## config.mk

```make
export PLATFORM = sky130hd
export DESIGN_NAME = kmce_divider
export DESIGN_NICKNAME = d
export VERILOG_FILES = /design/src/kmce_divider.sv
export SDC_FILE = /design/constraint.sdc
export NUM_CORES = 1
export LEC_CHECK = 0
export BUFFER_PORTS_ARGS = -buffer_cell sky130_fd_sc_hd__buf_2
export CAP_MARGIN = 20
export CORE_UTILIZATION = 25
export DETAILED_ROUTE_END_ITERATION = 8
export PLACE_DENSITY = 0.4
export SYNTH_ARGS = -nofsm -noshare
export SYNTH_HDL_FRONTEND = slang
export SYNTH_SLANG_ARGS = --single-unit
```

## constraint.sdc

```tcl
create_clock -name clock -period 7.4 [get_ports clock]
set_clock_uncertainty 0.05 [all_clocks]
set_input_delay 0.37 -clock clock [delete_from_list [all_inputs] [get_ports clock]]
set_output_delay 0.37 -clock clock [all_outputs]
set_load 0.02 [all_outputs]
```

## src/kmce_divider.sv

```systemverilog
// Iterative signed divider, truncating toward zero, one quotient bit per cycle.
module kmce_divider #(
   parameter int NUM_BITS = 32,
   parameter int DEN_BITS = 13,
   parameter int Q_BITS   = 16
) (
   input  logic                        clock,
   input  logic                        reset,
   input  logic                        start,
   input  logic signed [NUM_BITS-1:0]  num,
   input  logic [DEN_BITS-1:0]         den,
   output logic                        done,
   output logic [Q_BITS-1:0]           quot
);
   localparam int CW = $clog2(NUM_BITS + 1);
   logic [NUM_BITS-1:0] q_ff, q_in;
   logic [NUM_BITS:0]   r_ff, r_in;
   logic [DEN_BITS-1:0] d_ff, d_in;
   logic                neg_ff, neg_in, busy_ff, busy_in, done_ff, done_in;
   logic [CW-1:0]       cnt_ff, cnt_in;
   logic [NUM_BITS:0]   trial;
   logic [NUM_BITS-1:0] qres;

   always_comb begin
      q_in = q_ff; r_in = r_ff; d_in = d_ff; neg_in = neg_ff;
      busy_in = busy_ff; cnt_in = cnt_ff; done_in = 1'b0;
      trial = {r_ff[NUM_BITS-1:0], q_ff[NUM_BITS-1]};
      if (start) begin
         neg_in  = num[NUM_BITS-1];
         q_in    = num[NUM_BITS-1] ? NUM_BITS'(-num) : NUM_BITS'(num);
         r_in    = '0;
         d_in    = den;
         cnt_in  = CW'(NUM_BITS);
         busy_in = 1'b1;
      end else if (busy_ff) begin
         if (trial >= (NUM_BITS+1)'(d_ff)) begin
            r_in = trial - (NUM_BITS+1)'(d_ff);
            q_in = {q_ff[NUM_BITS-2:0], 1'b1};
         end else begin
            r_in = trial;
            q_in = {q_ff[NUM_BITS-2:0], 1'b0};
         end
         cnt_in = cnt_ff - 1'b1;
         if (cnt_ff == CW'(1)) begin
            busy_in = 1'b0;
            done_in = 1'b1;
         end
      end
   end

   always_ff @(posedge clock) begin
      if (reset) begin
         busy_ff <= 1'b0;
         done_ff <= 1'b0;
         cnt_ff  <= '0;
      end else begin
         busy_ff <= busy_in;
         done_ff <= done_in;
         cnt_ff  <= cnt_in;
      end
      q_ff   <= q_in;
      r_ff   <= r_in;
      d_ff   <= d_in;
      neg_ff <= neg_in;
   end

   assign qres = neg_ff ? NUM_BITS'(-q_ff) : q_ff;
   assign quot = qres[Q_BITS-1:0];
   assign done = done_ff;
endmodule

```

Word-level counts from Yosys, hierarchy flattened:

Cells that the tools add are included.

* $add $sub $neg: 4
* $lt $le $gt $ge: 1
* eq/ne operators: 1
* multiplexer cells: 12
* bitwise logic cells: 1
* reductions and logical operators: 3

Operator list (count)
* $mux 32: 4
* $ge 33x13->1: 1
* $neg 32->32: 1
* $sub 32x13->32: 1
* $mux 16: 1
* $neg 16->16: 1
* $mux 6: 2
* $eq 6x1->1 const B: 1
* $sub 6x1->6 const B: 1
* $mux 1: 5
* $reduce_or 3->1: 1
* $reduce_bool 2->1: 1
* $reduce_or 2->1: 1
* $not 1->1: 1

* bits in registers: 86
* input port bits: 48
* output and inout bits: 17
* logic and storage cells: 30

Longest topological paths before layout:

* depth after elaboration: 4
* gate-level depth with buffers: 12
* gate-level depth less buffers: 10

Worst setup path after synthesis:

No wires, ideal clock.

* kind: register -> register
* from: register d_ff[10]
* to: register r_ff[25]
* setup time: 0.091 ns
* arrival: 2.708 ns
* required time: 7.259 ns
* setup slack: 4.551 ns
* stages on the path, launching flop included: 12
* path buffers: 2
* period minus slack after synthesis: 2.849 ns
* cell sequence: edfxtp_1 > inv_1 > ha_1 > clkbuf_1 > nand2_1 > o32a_1 > a31oi_1 > a2111oi_2 > clkbuf_1 > nand3_1 > or3_1 > a311oi_1

* word-level cells in the longest chain between the ends: 2
* elaborated cells between the ends (all ways): 3
* classes of those cells: add/sub (1); order compare (1); mux (1)

Ends and longest elaborated chain
* start, declared: RTL line 18 `logic [DEN_BITS-1:0] d_ff, d_in;`
* start signal, assigned: RTL line 63 `d_ff <= d_in;`
* $sub 32x13->32 / $ge 33x13->1 (equally long branches): RTL line 37, 36
* $mux 32 (*): RTL line 36 `if (trial >= (NUM_BITS+1)'(d_ff)) begin`
* end signal, assigned: RTL line 62 `r_ff <= r_in;`
* end, declared: RTL line 17 `logic [NUM_BITS:0] r_ff, r_in;`

Mark *: on every way between the ends. The rest lies on a longest branch, timed or not.
A chain may end at the register's enable or synchronous reset.

Final worst setup path:

* from: register q_ff[2]
* to: output port quot[13]

* word-level cells in the longest chain between the ends: 2

Ends and longest elaborated chain
* start, declared: RTL line 16 `logic [NUM_BITS-1:0] q_ff, q_in;`
* start signal, assigned: RTL line 61 `q_ff <= q_in;`
* $neg 16->16: RTL line 67 `assign qres = neg_ff ? NUM_BITS'(-q_ff) : q_ff;`
* $mux 16: RTL line 67
* end, declared: RTL line 13 `output logic [Q_BITS-1:0] quot`

Every way passes these cells.

==> flow_summary.toml <==
[worst_hold_path]
hold_path.class = "in -> reg"

[floorplanning]
die_w_um = 150
rows = 53
ios = 65
design.core.area_sq_mm = 0.0212
start_util = 0.257
dieArea_sq_mm = 0.0224
fp.dieH_um = 150

[placement]
dp_slack_ps = 4200
gp_congestion = 0.798
port_buffers = 64
detailed_place_hpwl_um = 9690

[grt]
globalRouteMet1Util = 0.168
gr-usage-met3 = 0.0442
met2_usage = 0.211
overflow = 0
grtUsageTotal = 0.132
busiest_layer = "met2"
grt_pass1_vias = 4628
grt_pass1_wl_um = 23400
antenna_found_initial = 1
grt_max_degree = 68

[timing]
min_period_ps = 3350
period_share = 0.453
setup_viol = 0
finalSetupTns_ps = 0
setup_slack_ps = 4050
rsz0062_at_grt = "no"
drv_slew = 0
fmax_mhz = 299
slew_headroom = 0.444
hold_violations = 0
worst_slew_pin_slew_ps = 830

[yosys]
ys.flop_type = "edfxtp_1"
synth_area_sq_mm = 0.00544
syn_avg_cell_area_sq_um = 8.75
syn_inst = 622
synth-edff-count = 46
async_reset_ff_frac = 0
synth_warnings = 0
synth_cell_type_count = 61
synth_top_cell_by_area = "edfxtp_1"
synth_area_leaders = "edfxtp_1, dfxtp_1, nor2_1"
ys_seq_elements = 86
synth_top_area_frac = 0.254
ys_seq_area_frac = 0.401
syn-num-nets = 688

[clocking]
cts_inserted_buffers = 9
cts_tree = "yes"
cts_resized = 0
h-tree-depth = 3
clk-insertion-delay-late_ps = 350
clkTransAtPathRegs_ps = 70
cts-root-buf = "clkbuf_16"
post_cts_buffers = 0
cts.sinks = 86
cts_buffer_depth = 2
cts_hold_buf = 0

[worst_setup_path]
worstSetupEndpoint = "quot[13]"
cp-start-kind = "register"
crit_start = "q_ff[2]"
rrSetupSlack_ps = 4120
timing.rr.end = "r_ff[22]"
setup.worst_path.end_class = "output port"
crit_arrival_ps = 2930
ff2ff_path_depth = 11
required_ps = 6980
cp_max_fo = 4
timing.rr.start = "q_ff[31]"
crit_type = "reg -> out"

[final_layout]
final_cell_mix = "nor2_1, buf_2, nand2_1"
final_common_cell = "nor2_1"
synthToLayoutAreaGrowth_pct = 15.8
nNetsFinal = 734
n_antenna_cell = 0
post-route-util = 0.298
drive_gt1_frac = 0.152
fillCellCount = 2202

[outcome]
status = "completed"

[drt]
drc = 0
antenna_left = 0
via_per_inst = 4.98
dr.pass1.iters = 5
first_iter_violations = 265
finalWirelength_um = 13900
vias = 4725
wl_per_cell_um = 14.7

[power]
ir_worst_vdd_mv = 0.113
power.leakage_nw = 2.38
power.density_mw_per_mm2 = 228

[run]
maxCapViolations = 0
-- power by group --
group / internal [mW] / total, mW / switching (mW)
sequential: 0.557 / 0.598 / 0.0418
combinational: 0.148 / 0.366 / 0.219
clock: 0.263 / 0.472 / 0.209
-- routing by layer --
| layer | vias to the layer above | share of wire | routed length (um) |
|---|---|---|---|
| li1 | 2356 | - | - |
| met1 | 2243 | 0.47 | 6510 |
| met2 | 104 | 0.45 | 6320 |
| met3 | 20 | 0.063 | 873 |
| met4 | 2 | 0.013 | 186 |
| met5 | - | 0.0011 | 15 |
-- registers in the layout (all words and copies together) (netlist names) --
signal / count
d_ff: 13
q_ff: 32
neg_ff: 1
r_ff: 32
done: 1
busy_ff: 1
cnt_ff: 6
-- area by class of cell --
class                   count  area, sq um  share of cell area
inverters                  29          109              0.0173
repair buffers             68          353              0.0560
multi-input cells         474         3010               0.478
well taps                 275          344              0.0546
flip-flops and latches     86         2180               0.347
clock inverters             7         71.3              0.0113
clock buffers               9          225              0.0357
-- logic make-up after synthesis --
| group | count (synthesis) | share of synthesized area |
|---|---|---|
| flip-flops | 86 | 0.401 |
| AND/OR/NAND/NOR | 246 | 0.222 |
| AO/OA/AOI/OAI | 147 | 0.187 |
| multiplexers | 2 | 0.00368 |
| adder cells (fa/ha/maj) | 18 | 0.0428 |
| buffers and inverters | 62 | 0.0453 |
| XOR/XNOR | 61 | 0.0982 |
-- worst max-delay path, stage by stage, from the launching register on --
cell,delay (ps)
edfxtp_1,450
or3_1,440
or3b_2,520
or4_1,500
o41ai_1,330
xnor2_1,160
buf_2,180
-- cells in the mapped netlist, types with 2 or more instances --
library cell	number
nor2_1	88
a21o_1	4
o21a_1	3
dfxtp_1	40
nor4_1	14
and3_1	3
nand2_1	62
and4_1	2
or4_1	8
ha_1	17
edfxtp_1	46
or4b_1	2
o211ai_1	2
o41ai_1	9
o31ai_1	16
xnor2_1	25
nand2b_1	6
nand3b_1	2
a21boi_0	2
o21ai_0	20
nor3_1	13
nor2b_1	5
buf_2	2
a21oi_1	47
or2_2	5
a211o_1	2
inv_1	29
mux2i_1	2
a311oi_1	18
clkbuf_1	29
xor2_1	36
or3_1	10
nand4_1	6
nand3_1	10
a211oi_1	11
-- worst min path at each step --
stage | startpoint | endpoint | slack [ps] | cells after the start
floorplan | reset | cnt_ff[5] | 390 | 1
global placement | cnt_ff[0] | cnt_ff[0] | 420 | 2
detailed placement | cnt_ff[0] | cnt_ff[0] | 430 | 2
CTS | den[7] | d_ff[7] | 130 | 1
global route | den[6] | d_ff[6] | 130 | 1
finish | den[7] | d_ff[7] | 140 | 1
-- stage by stage --
step | total power, mW | area [sq um] | cells | hold WS, ps
2_1_floorplan | 0.871 | 5440 | 622 | 389
3_3_place_gp | 0.977 | 6000 | 932 | 416
3_5_place_dp | 0.977 | 6000 | 932 | 427
4_1_cts | 1.46 | 6300 | 948 | 132
5_1_grt | 1.53 | 6300 | 948 | 126
6_report | 1.44 | 6300 | 948 | 145
(Power assumes the default switching activity.)
