==> src/kmce_pkg.sv <==
// Shared constants, op codes and types for the k-means clustering engine.
package kmce_pkg;

   localparam int MAX_POINTS_DEF   = 256;
   localparam int MAX_CLUSTERS_DEF = 8;
   localparam int MAX_DIMS_DEF     = 4;
   localparam int COORD_BITS_DEF   = 16;

   localparam logic [2:0] OP_LOAD_POINT    = 3'd0;
   localparam logic [2:0] OP_LOAD_CENTROID = 3'd1;
   localparam logic [2:0] OP_RUN           = 3'd2;
   localparam logic [2:0] OP_READ_ASSIGN   = 3'd3;
   localparam logic [2:0] OP_READ_CENTROID = 3'd4;

   localparam logic [1:0] CSR_CLUSTERS = 2'd0;
   localparam logic [1:0] CSR_DIMS     = 2'd1;
   localparam logic [1:0] CSR_ROUNDS   = 2'd2;

   // Per-lane distance is kept at 64 bits, saturating.
   localparam int DIST_BITS = 64;

   typedef struct packed {
      logic       start;
      logic [3:0] clusters;
      logic [3:0] dims;
   } lane_ctl_type;

endpackage

==> src/kmce_dist_lane.sv <==
// One distance lane: sums squared distance to one centroid, one dim per enabled cycle.
module kmce_dist_lane #(
   parameter int COORD_BITS = kmce_pkg::COORD_BITS_DEF
) (
   input  logic                            clock,
   input  logic                            clear,
   input  logic                            en,
   input  logic signed [COORD_BITS-1:0]    pt,
   input  logic signed [COORD_BITS-1:0]    ctr,
   output logic [kmce_pkg::DIST_BITS-1:0]  sq_sum
);
   localparam int DW = COORD_BITS + 1;
   logic signed [DW-1:0] diff;
   logic [DW-1:0] mag;
   logic [2*DW-1:0] sq;
   logic [kmce_pkg::DIST_BITS:0] sum;
   logic [kmce_pkg::DIST_BITS-1:0] acc_ff, acc_in;

   always_comb begin
      diff = DW'(ctr) - DW'(pt);
      mag  = diff[DW-1] ? DW'(-diff) : diff;
      sq   = (2*DW)'(mag) * (2*DW)'(mag);
      sum  = {1'b0, acc_ff} + (kmce_pkg::DIST_BITS+1)'(sq);
      acc_in = acc_ff;
      if (clear) acc_in = '0;
      else if (en) acc_in = sum[kmce_pkg::DIST_BITS] ? '1 : sum[kmce_pkg::DIST_BITS-1:0];
   end

   always_ff @(posedge clock) begin
      acc_ff <= acc_in;
   end

   assign sq_sum = acc_ff;
endmodule

==> config.mk <==
export PLATFORM = sky130hd
export DESIGN_NAME = kmce_dist_lane
export DESIGN_NICKNAME = d
export VERILOG_FILES = /design/src/kmce_pkg.sv /design/src/kmce_dist_lane.sv
export SDC_FILE = /design/constraint.sdc
export NUM_CORES = 1
export LEC_CHECK = 0
export BUFFER_PORTS_ARGS = -buffer_cell sky130_fd_sc_hd__buf_2
export CORE_MARGIN = 5
export CORE_UTILIZATION = 28
export CTS_BUF_LIST = sky130_fd_sc_hd__clkbuf_4 sky130_fd_sc_hd__clkbuf_8 sky130_fd_sc_hd__clkbuf_16
export DETAILED_ROUTE_END_ITERATION = 6
export PLACE_DENSITY = 0.54
export SYNTH_ARGS = -nofsm -noshare
export SYNTH_HDL_FRONTEND = slang
export SYNTH_SLANG_ARGS = --single-unit
export TNS_END_PERCENT = 50
==> constraint.sdc <==
create_clock -name clock -period 8.2 [get_ports clock]
set_input_delay 0.41 -clock clock [delete_from_list [all_inputs] [get_ports clock]]
set_output_delay 0.41 -clock clock [all_outputs]
set_load 0.01 [all_outputs]
# Word-level counts from Yosys, hierarchy flattened
# Index checks and enable logic that the tools add are counted.
dict set report totals {
  register_bits 64
  input_bits 35
  output_inout_bits 64
}
dict set report op_classes {
  addsub 3
  multipliers 1
  n_mux 2
}
# cell count
set ops {}
lappend ops {{64-bit by 34-bit adder with 65-bit output} 1}
lappend ops {{64-bit 2-to-1 mux} 1}
lappend ops {{17-bit by 17-bit multiplier with 34-bit output} 1}
lappend ops {{17-bit 2-to-1 mux} 1}
lappend ops {{17-bit negation} 1}
lappend ops {{16-bit by 16-bit subtractor with 17-bit output} 1}

# Logic depth before layout (Yosys ltp)
# Gate-level depths: netlist (run 1).
dict set report depth {
  depth_word 6
  ltp_mapped 38
}

# Worst setup path before layout (run 1)
# No wires, ideal clock.
dict set report synth_timing {
  path_kind {input to register}
  from {in ctr[0]}
  to {reg acc_ff, in the netlist sq_sum[10]}
  t_arrival_ps 8815
  required_ps 8058
  setup_slack_ps -757
  cell_stages 34
  cell_sequence {inv_1 ha_1 fa_1 nand2b_1 a21oi_1 xor2_1 or4_4 or3_4 o31ai_4 xnor2_1 inv_2 buf_6 nand2_1 fa_1 inv_1 fa_1 fa_1 fa_1 fa_1 inv_1 fa_1 inv_1 ha_1 clkbuf_1 a21o_1 o21bai_1 a41oi_1 a21oi_1 a2111o_1 o21ai_2 nand2_1 nand2b_1 buf_2 a311oi_1}
}
dict set report synth_between {
  elab_chain_len 6
}
# element line
set synth_rtl {}
lappend synth_rtl {{start: declaration} kmce_dist_lane.sv:9} ;# input logic signed [COORD_BITS-1:0] ctr,
lappend synth_rtl {{16-bit by 16-bit subtractor with 17-bit output *} kmce_dist_lane.sv:20} ;# diff = DW'(ctr) - DW'(pt);
lappend synth_rtl {{17-bit negation} kmce_dist_lane.sv:21} ;# mag = diff[DW-1] ? DW'(-diff) : diff;
lappend synth_rtl {{17-bit 2-to-1 mux *} kmce_dist_lane.sv:21}
lappend synth_rtl {{17-bit by 17-bit multiplier with 34-bit output *} kmce_dist_lane.sv:22} ;# sq = (2*DW)'(mag) * (2*DW)'(mag);
lappend synth_rtl {{64-bit by 34-bit adder with 65-bit output *} kmce_dist_lane.sv:23} ;# sum = {1'b0, acc_ff} + (kmce_pkg::DIST_BITS+1)'(sq);
lappend synth_rtl {{64-bit 2-to-1 mux *} kmce_dist_lane.sv:26} ;# else if (en) acc_in = sum[kmce_pkg::DIST_BITS] ? '1 : sum[kmce_pkg::DIST_BITS-1:0];
lappend synth_rtl {{end signal: assignment} kmce_dist_lane.sv:30} ;# acc_ff <= acc_in;
lappend synth_rtl {{end: declaration} kmce_dist_lane.sv:17} ;# logic [kmce_pkg::DIST_BITS-1:0] acc_ff, acc_in;
# Every way passes the cells marked *; elsewhere a longest branch is shown, timed or not.
# A chain may end at the register's enable or synchronous reset.

# Worst setup path in the final report (run 1)
dict set report layout_timing {
  from {in ctr[0]}
  to {reg acc_ff, in the netlist sq_sum[45]}
}
# Same word-level chain as after synthesis.

==> results of run 1 <==
-- layout make-up --
cell class                 instances  area share
multi-input combinational       1126       0.617
timing repair buffer             469       0.186
inverter                         374      0.0756
sequential                        64      0.0670
tap                              615      0.0402
clock buffer                      11      0.0129
clock inverter                     5     0.00170
timing repair inverter             1    0.000393
-- logic make-up (layout without fill, tap and decap cells) --
kind of cell | after synthesis | after routing | share of synthesized area
flip-flops | 64 | 64 | 0.0939
adder cells (fa/ha/maj) | 354 | 354 | 0.448
AND/OR/NAND/NOR | 428 | 429 | 0.148
multiplexers | 4 | 4 | 0.00303
XOR/XNOR | 74 | 74 | 0.0506
other | 2 | 11 | 0.000551
buffers and inverters | 431 | 860 | 0.123
AO/OA/AOI/OAI | 254 | 254 | 0.133
-- layout by cell type (no fill, tap or decap), types with 27 or more instances in the layout --
| master | count |
|---|---|
| inv_1 | 340 |
| buf_4 | 328 |
| fa_1 | 203 |
| nor2_1 | 131 |
| ha_1 | 111 |
| nand2_1 | 104 |
| buf_2 | 96 |
| dfxtp_1 | 64 |
| a21oi_1 | 58 |
| xnor2_1 | 40 |
| buf_6 | 34 |
| a21o_1 | 27 |
-- critical path, delay by kind of cell --
family	cells	cell delay [ps]
xor+xnor	2	360
compound gates	6	1040
simple gates	7	1920
fa+ha+maj	10	4180
buf+inv	8	760
-- how the worst min path moves through the flow --
stage                from  slack [ps]         end
4_1_cts        sq_sum[16]         510  sq_sum[16]
3_3_place_gp   sq_sum[16]         480  sq_sum[16]
6_report       sq_sum[16]         500  sq_sum[16]
3_5_place_dp   sq_sum[16]         500  sq_sum[16]
5_1_grt         sq_sum[1]         540   sq_sum[1]
2_1_floorplan  sq_sum[10]         510  sq_sum[10]
-- metal layers --
metal	vias to the layer above	routed length [µm]	track usage
met5	-	0	0
met4	0	956	0.0407
met3	55	1840	0.0206
met2	258	20200	0.273
met1	6127	19100	0.215
li1	5997	-	-
-- through the flow --
| stage | instances | utilization | hold slack [ps] |
|---|---|---|---|
| after global routing | 2665 | 0.399 | 542 |
| after global placement | 2565 | 0.361 | 485 |
| after floorplan | 1620 | - | 515 |
| after detailed placement | 2565 | 0.361 | 497 |
| final | 2665 | 0.399 | 500 |
| after CTS | 2650 | 0.392 | 507 |
-- repair_timing --
item,in CTS,in global routing
resized for setup,146,54
endpoints found under the setup margin,64,64
buffers inserted,68,16
pin swaps,96,40
cloned,2,1
==> summary.md, run 1 <==
| Metric | Value |
|---|---|
| GRT Util Overall | `0.160` |
| Hold path cells | `2` |
| Min cycle time layout | `roughly 8500 ps` |
| Final hold vios | `0` |
| CP Launch Type | `input pin` |
| CP max stage cell | `fa_2` |
| Area of the core | `between 40000 and 50000 µm²` |
| Setup TNS | `-6800 ps` |
| RR Startpoint | `sq_sum[10]` |
| DR pass1 iterations | `5` |
| Final Max Tran Viols | `0` |
| CP endpoint | `sq_sum[45]` |
| Most numerous cell in the Yosys netlist | `inv_1` |
| Final WL | `42.1 mm` |
| Failing checks | `negative setup slack` |
| Die Y | `231 µm` |
| Post-DR wirelength/cell | `approximately 16 µm` |
| # fillers | `between 4000 and 5000` |
| Critical path class | `in -> reg` |
| Post-synthesis cell type count | `85` |
| Vias in the first global route | `between 10000 and 15000` |
| Design area | `~19000 µm²` |
| Hold crit path type | `reg -> reg` |
| Max-cap violations | `0` |
| Row cnt | `80` |
| Fmax | `around 0.12 GHz` |
| DRC viols | `0` |
| Top-Level Pins | `99` |
| Crit. End Element | `flop` |
| Total global routing overflow | `0` |
| H-Tree Depth | `3` |
| Post-synthesis cell area | `13600 µm²` |
| First-pass GRT wire length | `between 60 and 70 mm` |
| Die area | `between 50000 and 60000 µm²` |
| Layout area overhead | `40.2%` |
| R2R Path End | `sq_sum[63]` |
| FF-to-FF setup slack | `between 2000 and 3000 ps` |
| Clock Tree Root | `clkbuf_16` |
| CP Data Required Time | `approximately 8400 ps` |
| Gate Count Post-Synth | `between 1500 and 2000` |
| Worst-Margin Slew | `827 ps` |
| Ys async rst share | `0` |
| Post-Place Worst Slack | `-935 ps` |
| Synthesis warning total | `0` |
| HPWL Detailed | `34.4 mm` |
| Post-synth EDFFs | `0` |
| CTS Hold Bufs | `0` |
| Clock buffer depth | `2` |
| Multi-input gate area | `roughly 12000 µm²` |
| Setup-failing EPs final | `between 50 and 60` |
| Horiz. Die Dim | `~230 µm` |
| Top cells by area, synth | `fa_1 (33%), ha_1 (12%), inv_1 (10%), dfxtp_1 (9.4%), nor2_1 (4.2%)` |
| Max-slew headroom | `0.449` |
| Num CTS Buffers | `9` |
| Post-route clock period utilization | `1.04` |
| Initial Utilization | `0.284` |
| R2R depth | `23` |
| Ratio of cells with drive above 1 in the final layout | `0.350` |
| DR vias/cell | `4.67` |
| Synth top cells by count | `inv_1 (367), fa_1 (223), nor2_1 (151), ha_1 (131), nand2_1 (128)` |
| Final worst setup slack | `-304 ps` |
| Max Fanout on Critical Path | `6` |
| Yosys top cell area share | `0.327` |
| CTS tree | `done` |
| Skew-Pair Late Insertion Delay | `340 ps` |
| Max reg flops | `64` |
| RSZ-0062 raised after global routing | `true` |
| Largest net degree at the start of global routing | `66` |
| Most frequent CP cell | `fa_1` |
| Inserted Diodes | `0` |
| Critical path's largest stage delay | `around 560 ps` |
| DP Area | `~17000 µm²` |
| Cell accounting for the most synthesized area | `fa_1` |
| Gpl congestion | `approximately 0.86` |
| Register Area | `approximately 1300 µm²` |
| Routed Antenna Nets | `0` |
| Mean post-synth cell area | `around 8.5 µm²` |
| Main synth FF type | `dfxtp_1` |
| Register area share after synthesis | `0.0939` |
| Clock Skew | `between 6 and 7 ps` |
| PortBufs | `98` |
| FF+latch count, synth | `64` |
| Fin nets | `2434` |
| Critical Path Start | `ctr[0]` |
| Critical path arrival | `slightly below 9000 ps` |
| Initial DRC Count | `approximately 640` |
| Antenna violations before repair | `0` |
| Sink Count | `64` |
| Clock slew at reported path FFs | `roughly 60 ps` |
| Vias | `~12000` |
| Status | `finished with violations` |
Power of run 1 is not shown: default switching activity piles up to over one toggle a cycle in this logic, so the estimate is an artifact.
==> inputs of run 2 (changes only) <==
ABC_AREA = 0   (was not set)
TNS_END_PERCENT = 10   (was 50)
==> run 2 against run 1 <==
Compared with the run above:
- the run still ends with negative setup slack left
- via count decreased by 2.0%
- flip-flop and latch count did not move
- register-to-register slack worse by 50 ps
- first-iteration DRC count fell by 32%
- critical path depth up 1
- clock skew up 4.5 ps
- final area down 1.5%
- critical endpoint is now sq_sum[43]
- highest routed layer unchanged
==> summary.md, run 2 (same netlist as run 1, synthesis figures left out) <==
| Metric | Value |
|---|---|
| Crit. End Element | `flop` |
| Ratio of cells with drive above 1 in the final layout | `0.332` |
| Inserted Diodes | `0` |
| CP Data Required Time | `8390 ps` |
| Gpl congestion | `~0.87` |
| First-pass GRT wire length | `around 70 mm` |
| Hold Crit Start | `sq_sum[7]` |
| Top-Level Pins | `about 100` |
| Post-Place Worst Slack | `-906 ps` |
| Setup TNS | `-11260 ps` |
| CTS tree | `done` |
| Horiz. Die Dim | `between 200 and 250 µm` |
| Initial Utilization | `0.284` |
| Max Fanout on Critical Path | `6` |
| Sink Count | `64` |
| Initial DRC Count | `around 440` |
| Skew-Pair Late Insertion Delay | `340 ps` |
| Fmax | `0.118 GHz` |
| Multi-input gate area | `11700 µm²` |
| Row cnt | `80` |
| Register Area | `about 1300 µm²` |
| Total global routing overflow | `0` |
| DR pass1 iterations | `5` |
| Max-cap violations | `0` |
| Post-route clock period utilization | `1.04` |
| Commonest non-fill, non-tap cell in the layout | `inv_1` |
| Clock Skew | `around 11 ps` |
| DR vias/cell | `about 4.6` |
| Vias | `12200` |
| Die area | `approximately 53000 µm²` |
| Worst-Margin Slew | `between 800 and 900 ps` |
| Most frequent CP cell | `fa_1` |
| Post-DR wirelength/cell | `about 16 µm` |
| FF-to-FF setup slack | `2500 ps` |
| Area of the core | `between 40000 and 50000 µm²` |
| # fillers | `4771` |
| Critical path arrival | `around 8700 ps` |
| DRC viols | `0` |
| Max reg flops | `64` |
| Vias in the first global route | `approximately 13000` |
| GRT Util Overall | `0.157` |
| Clock slew at reported path FFs | `60 ps` |
| Clock Tree Root | `clkbuf_16` |
| Commonest non-fill, non-tap cells in the layout | `inv_1 (346), buf_4 (311), fa_1 (201)` |
| Critical path's largest stage delay | `560 ps` |
| Final WL | `roughly 41 mm` |
| Status | `finished with violations` |
| Layout area overhead | `38.1%` |
| Critical path class | `in -> reg` |
| Largest net degree at the start of global routing | `between 60 and 70` |
| Routed Antenna Nets | `0` |
| Clock buffer depth | `2` |
| Critical Path Start | `ctr[0]` |
| CP max stage cell | `fa_1` |
| Final core occ | `0.393` |
| Final hold vios | `0` |
| Max-slew headroom | `0.463` |
| Fin nets | `roughly 2400` |
| Setup-failing EPs final | `63` |
| Final worst setup slack | `-295 ps` |
| Worst hold slack | `around 510 ps` |
| Min cycle time layout | `roughly 8500 ps` |
| Num CTS Buffers | `9` |
| PortBufs | `98` |
| Die Y | `~230 µm` |
| Antenna violations before repair | `0` |
| RSZ-0062 raised after global routing | `true` |
| Final Max Tran Viols | `0` |
| CTS Hold Bufs | `0` |
| Hold crit path type | `reg -> reg` |
| HPWL Detailed | `~34 mm` |
| Failing checks | `negative setup slack` |
| CP Launch Type | `input pin` |
| H-Tree Depth | `3` |
| RR Startpoint | `sq_sum[10]` |
## run 2: cell types whose count changed in the layout (fill, tap and decap cells not counted), moves of 3 or more
cell,before,now
ha_4,15,19
nor2_1,131,136
buf_4,328,311
a211oi_2,13,5
buf_6,34,24
inv_1,340,346
inv_2,26,21
nand2_1,104,108
nor2_2,14,11
a211oi_1,13,20
ha_2,5,1
## run 2: repair_timing
item	4_1_cts	5_1_grt
pin swaps	109	49
endpoints found under the hold margin	0	0
buffers inserted	44	18
gates cloned	1	1
resized for setup	109	70
endpoints found under the setup margin	64	64
## run 2: worst max-delay path, delay by kind of cell
kind / cells / cell delay (ps)
adder cells (fa/ha/maj): 9 / 3730
AND/OR/NAND/NOR: 9 / 2410
AO/OA/AOI/OAI: 6 / 1090
buffers and inverters: 8 / 660
XOR/XNOR: 2 / 360
## run 2: layout make-up
| class | count | share of cell area |
|---|---|---|
| timing repair buffer | 446 | 0.180 |
| inverter | 374 | 0.0765 |
| sequential | 64 | 0.0680 |
| tap | 615 | 0.0409 |
| clock buffer | 9 | 0.0120 |
| clock inverter | 7 | 0.00252 |
| multi-input combinational | 1125 | 0.621 |
## run 2: per-stage QoR
| stage | instances | instance area [µm²] |
|---|---|---|
| after floorplan | 1620 | 14100 |
| after global placement | 2561 | 17300 |
| after detailed placement | 2561 | 17300 |
| after CTS | 2621 | 18300 |
| after global routing | 2640 | 18800 |
| final | 2640 | 18800 |
## run 2: worst paths after layout
| path | to | cells after the start |
|---|---|---|
| max | sq_sum[43] | 34 |
| min | sq_sum[7] | 2 |
| max reg2reg | sq_sum[43] | 22 |
| min reg2reg | sq_sum[7] | 2 |
## run 2: metal layers
layer	track usage	up-vias	routed length (µm)
li1	-	5940	-
met1	0.213	5967	18800
met2	0.269	237	19700
met3	0.0219	48	1880
met4	0.0332	0	830
met5	0	-	0
Power of run 2 is left out for the same reason.
==> inputs of run 3 (changes only) <==
ABC_AREA = 1   (was 0)
==> run 3 against run 2 <==
Compared with the run above:
- the run now ends clean
- utilization fell by 5.3 points
- area after synthesis up 9.1%
- flip-flop and latch count stayed put
- global-route usage up 0.22 points
- final cell count is 15% higher
- die area grew 8.7%
- fmax up 9.3%
- via count increased by 9.8%
- non-clock buffer count decreased by 182
- critical path depth grew 8
- register-to-register slack better by 490 ps
- sequential share of layout area grew 0.37 points
==> summary.md, run 3 <==
| Metric | Value |
|---|---|
| Synth top cells by count | `inv_1 (545), nand2_1 (406), fa_1 (223), nor2_1 (204), ha_1 (131)` |
| Critical path class | `in -> reg` |
| Horiz. Die Dim | `approximately 240 µm` |
| Die Y | `241 µm` |
| Gpl congestion | `between 0.9 and 1` |
| Fmax | `~0.13 GHz` |
| Buf/Inv on CP | `12` |
| Most frequent CP cell | `nand2_1` |
| CP Data Required Time | `8440 ps` |
| RSZ-0062 raised after global routing | `true` |
| Cells after DPL | `3003` |
| PortBufs | `around 100` |
| Synthesis warning total | `0` |
| Skew-Pair Late Insertion Delay | `roughly 350 ps` |
| Vias in the first global route | `approximately 14000` |
| Max reg flops | `64` |
| Max Fanout on Critical Path | `5` |
| Yosys top cell area share | `0.300` |
| Post-synthesis cell area | `roughly 15000 µm²` |
| DR vias/cell | `~4.4` |
| Routed Antenna Nets | `0` |
| DR pass1 iterations | `5` |
| Vias | `13400` |
| Top-Level Pins | `just under 100` |
| Most numerous cell in the Yosys netlist | `inv_1` |
| Clock Tree Root | `clkbuf_16` |
| CP Launch Type | `input pin` |
| Clock slew at reported path FFs | `about 60 ps` |
| Fin nets | `approximately 2700` |
| Inserted Diodes | `0` |
| Clock buffer depth | `2` |
| Min cycle time layout | `between 7000 and 8000 ps` |
| Final WL | `between 40 and 50 mm` |
| First-pass GRT wire length | `between 70 and 80 mm` |
| Crit. End Element | `flop` |
| CTS tree | `done` |
| Initial DRC Count | `571` |
| H-Tree Depth | `3` |
| Setup-failing EPs final | `0` |
| Cell accounting for the most synthesized area | `fa_1` |
| Antenna violations before repair | `0` |
| Die area | `a little under 60000 µm²` |
| Ys async rst share | `0` |
| Gate Count Post-Synth | `roughly 2100` |
| Worst-Margin Slew | `approximately 580 ps` |
| Commonest non-fill, non-tap cells in the layout | `inv_1 (542), nand2_1 (401), fa_1 (222)` |
| Row cnt | `84` |
| FF+latch count, synth | `64` |
| Post-synth EDFFs | `0` |
| Sink Count | `64` |
| Post-synthesis cell type count | `50` |
| HPWL Detailed | `roughly 40 mm` |
| Max-cap violations | `0` |
| Final hold vios | `0` |
| Layout area overhead | `20.1%` |
| Area of the core | `between 50000 and 60000 µm²` |
| DRC viols | `0` |
| Post-DR wirelength/cell | `about 15 µm` |
| GRT Util Overall | `0.159` |
| Status | `complete, no violations` |
| Initial Utilization | `0.283` |
| Mean post-synth cell area | `7.14 µm²` |
| Cell Count, Final, Fillers Out | `~3000` |
| Final worst setup slack | `about 430 ps` |
| CP max stage cell | `fa_1` |
| Post-route clock period utilization | `0.948` |
| Clock Skew | `8.78 ps` |
| Final Max Tran Viols | `0` |
| Commonest non-fill, non-tap cell in the layout | `inv_1` |
| Main synth FF type | `dfxtp_1` |
| Hold crit path type | `in -> reg` |
| Max-slew headroom | `0.611` |
| Top cells by area, synth | `fa_1 (30%), inv_1 (14%), ha_1 (11%), nand2_1 (10%), dfxtp_1 (8.6%)` |
| Register area share after synthesis | `0.0861` |
| Largest net degree at the start of global routing | `between 50 and 60` |
| Crit path max-delay family | `adder cells` |
| Total global routing overflow | `0` |
| Critical path's largest stage delay | `roughly 540 ps` |
| Ratio of cells with drive above 1 in the final layout | `0.183` |
| Post-Place Worst Slack | `-124 ps` |
| Critical path arrival | `between 8000 and 9000 ps` |
| Num CTS Buffers | `9` |
-- run 3: changes by cell type in the layout (fill, tap and decap cells not counted), moves of 20 or more --
cell	previous run	this run
a211oi_1	20	0
xnor2_1	40	11
buf_4	311	159
inv_1	346	542
a21o_1	27	2
nand3_1	20	71
nand2_1	108	401
a21oi_1	58	84
buf_6	24	0
fa_1	201	222
fa_2	22	1
nor2_1	136	186
o21ai_0	16	69
-- run 3: metal layers --
layer  GRT usage  share of wire  wire length, µm  up-vias
li1            -              -                -     6678
met1       0.204           0.44            19800     6429
met2       0.289           0.50            22600      234
met3      0.0197          0.039             1760       44
met4      0.0330          0.018              813        0
met5           0              0                0        -
-- run 3: final timing paths --
kind / start / to / slack, ps / cells after the start
max: pt[0] / sq_sum[42] / 430 / 42
min: clear / sq_sum[56] / 440 / 2
max reg2reg: sq_sum[9] / sq_sum[5] / 2990 / 25
min reg2reg: sq_sum[0] / sq_sum[0] / 550 / 2
-- run 3: cell type report --
class                   count  area (µm²)
flip-flops and latches     64        1280
inverters                 581        2190
fillers                  5659       34800
clock inverters             6        92.6
repair buffers            264        1820
multi-input cells        1412       11400
clock buffers              10         239
well taps                 688         861
-- run 3: logic make-up (layout without fill, tap and decap cells) --
| kind of cell | Yosys count | after routing | share of synthesized area |
|---|---|---|---|
| compound gates | 192 | 192 | 0.0695 |
| xor+xnor | 41 | 41 | 0.0284 |
| fa+ha+maj | 354 | 354 | 0.410 |
| buf+inv | 616 | 861 | 0.162 |
| flops | 64 | 64 | 0.0861 |
| other cells | 2 | 11 | 0.000505 |
| simple gates | 814 | 814 | 0.243 |
-- run 3: worst register-to-register path, delay by kind of cell, from the launching register on --
kind,cells,cell delay (ps)
buf+inv,7,620
simple gates,10,880
compound gates,2,280
flops,1,410
fa+ha+maj,6,2880
-- run 3: repair_timing --
action,CTS,global route
setup endpoints to repair,0,63
gates resized for setup,0,57
hold buffers,0,0
setup buffers,0,6
-- run 3: stage by stage --
step	cell area, µm²	hold WS (ps)	TNS [ps]	utilization
after floorplan	14900	525	0	-
after global placement	17300	530	-2060	0.329
after detailed placement	17300	540	-2890	0.329
after CTS	17700	433	0	0.335
after global routing	17900	437	-63.6	0.339
final	17900	436	0	0.339
Power of run 3 is left out for the same reason.
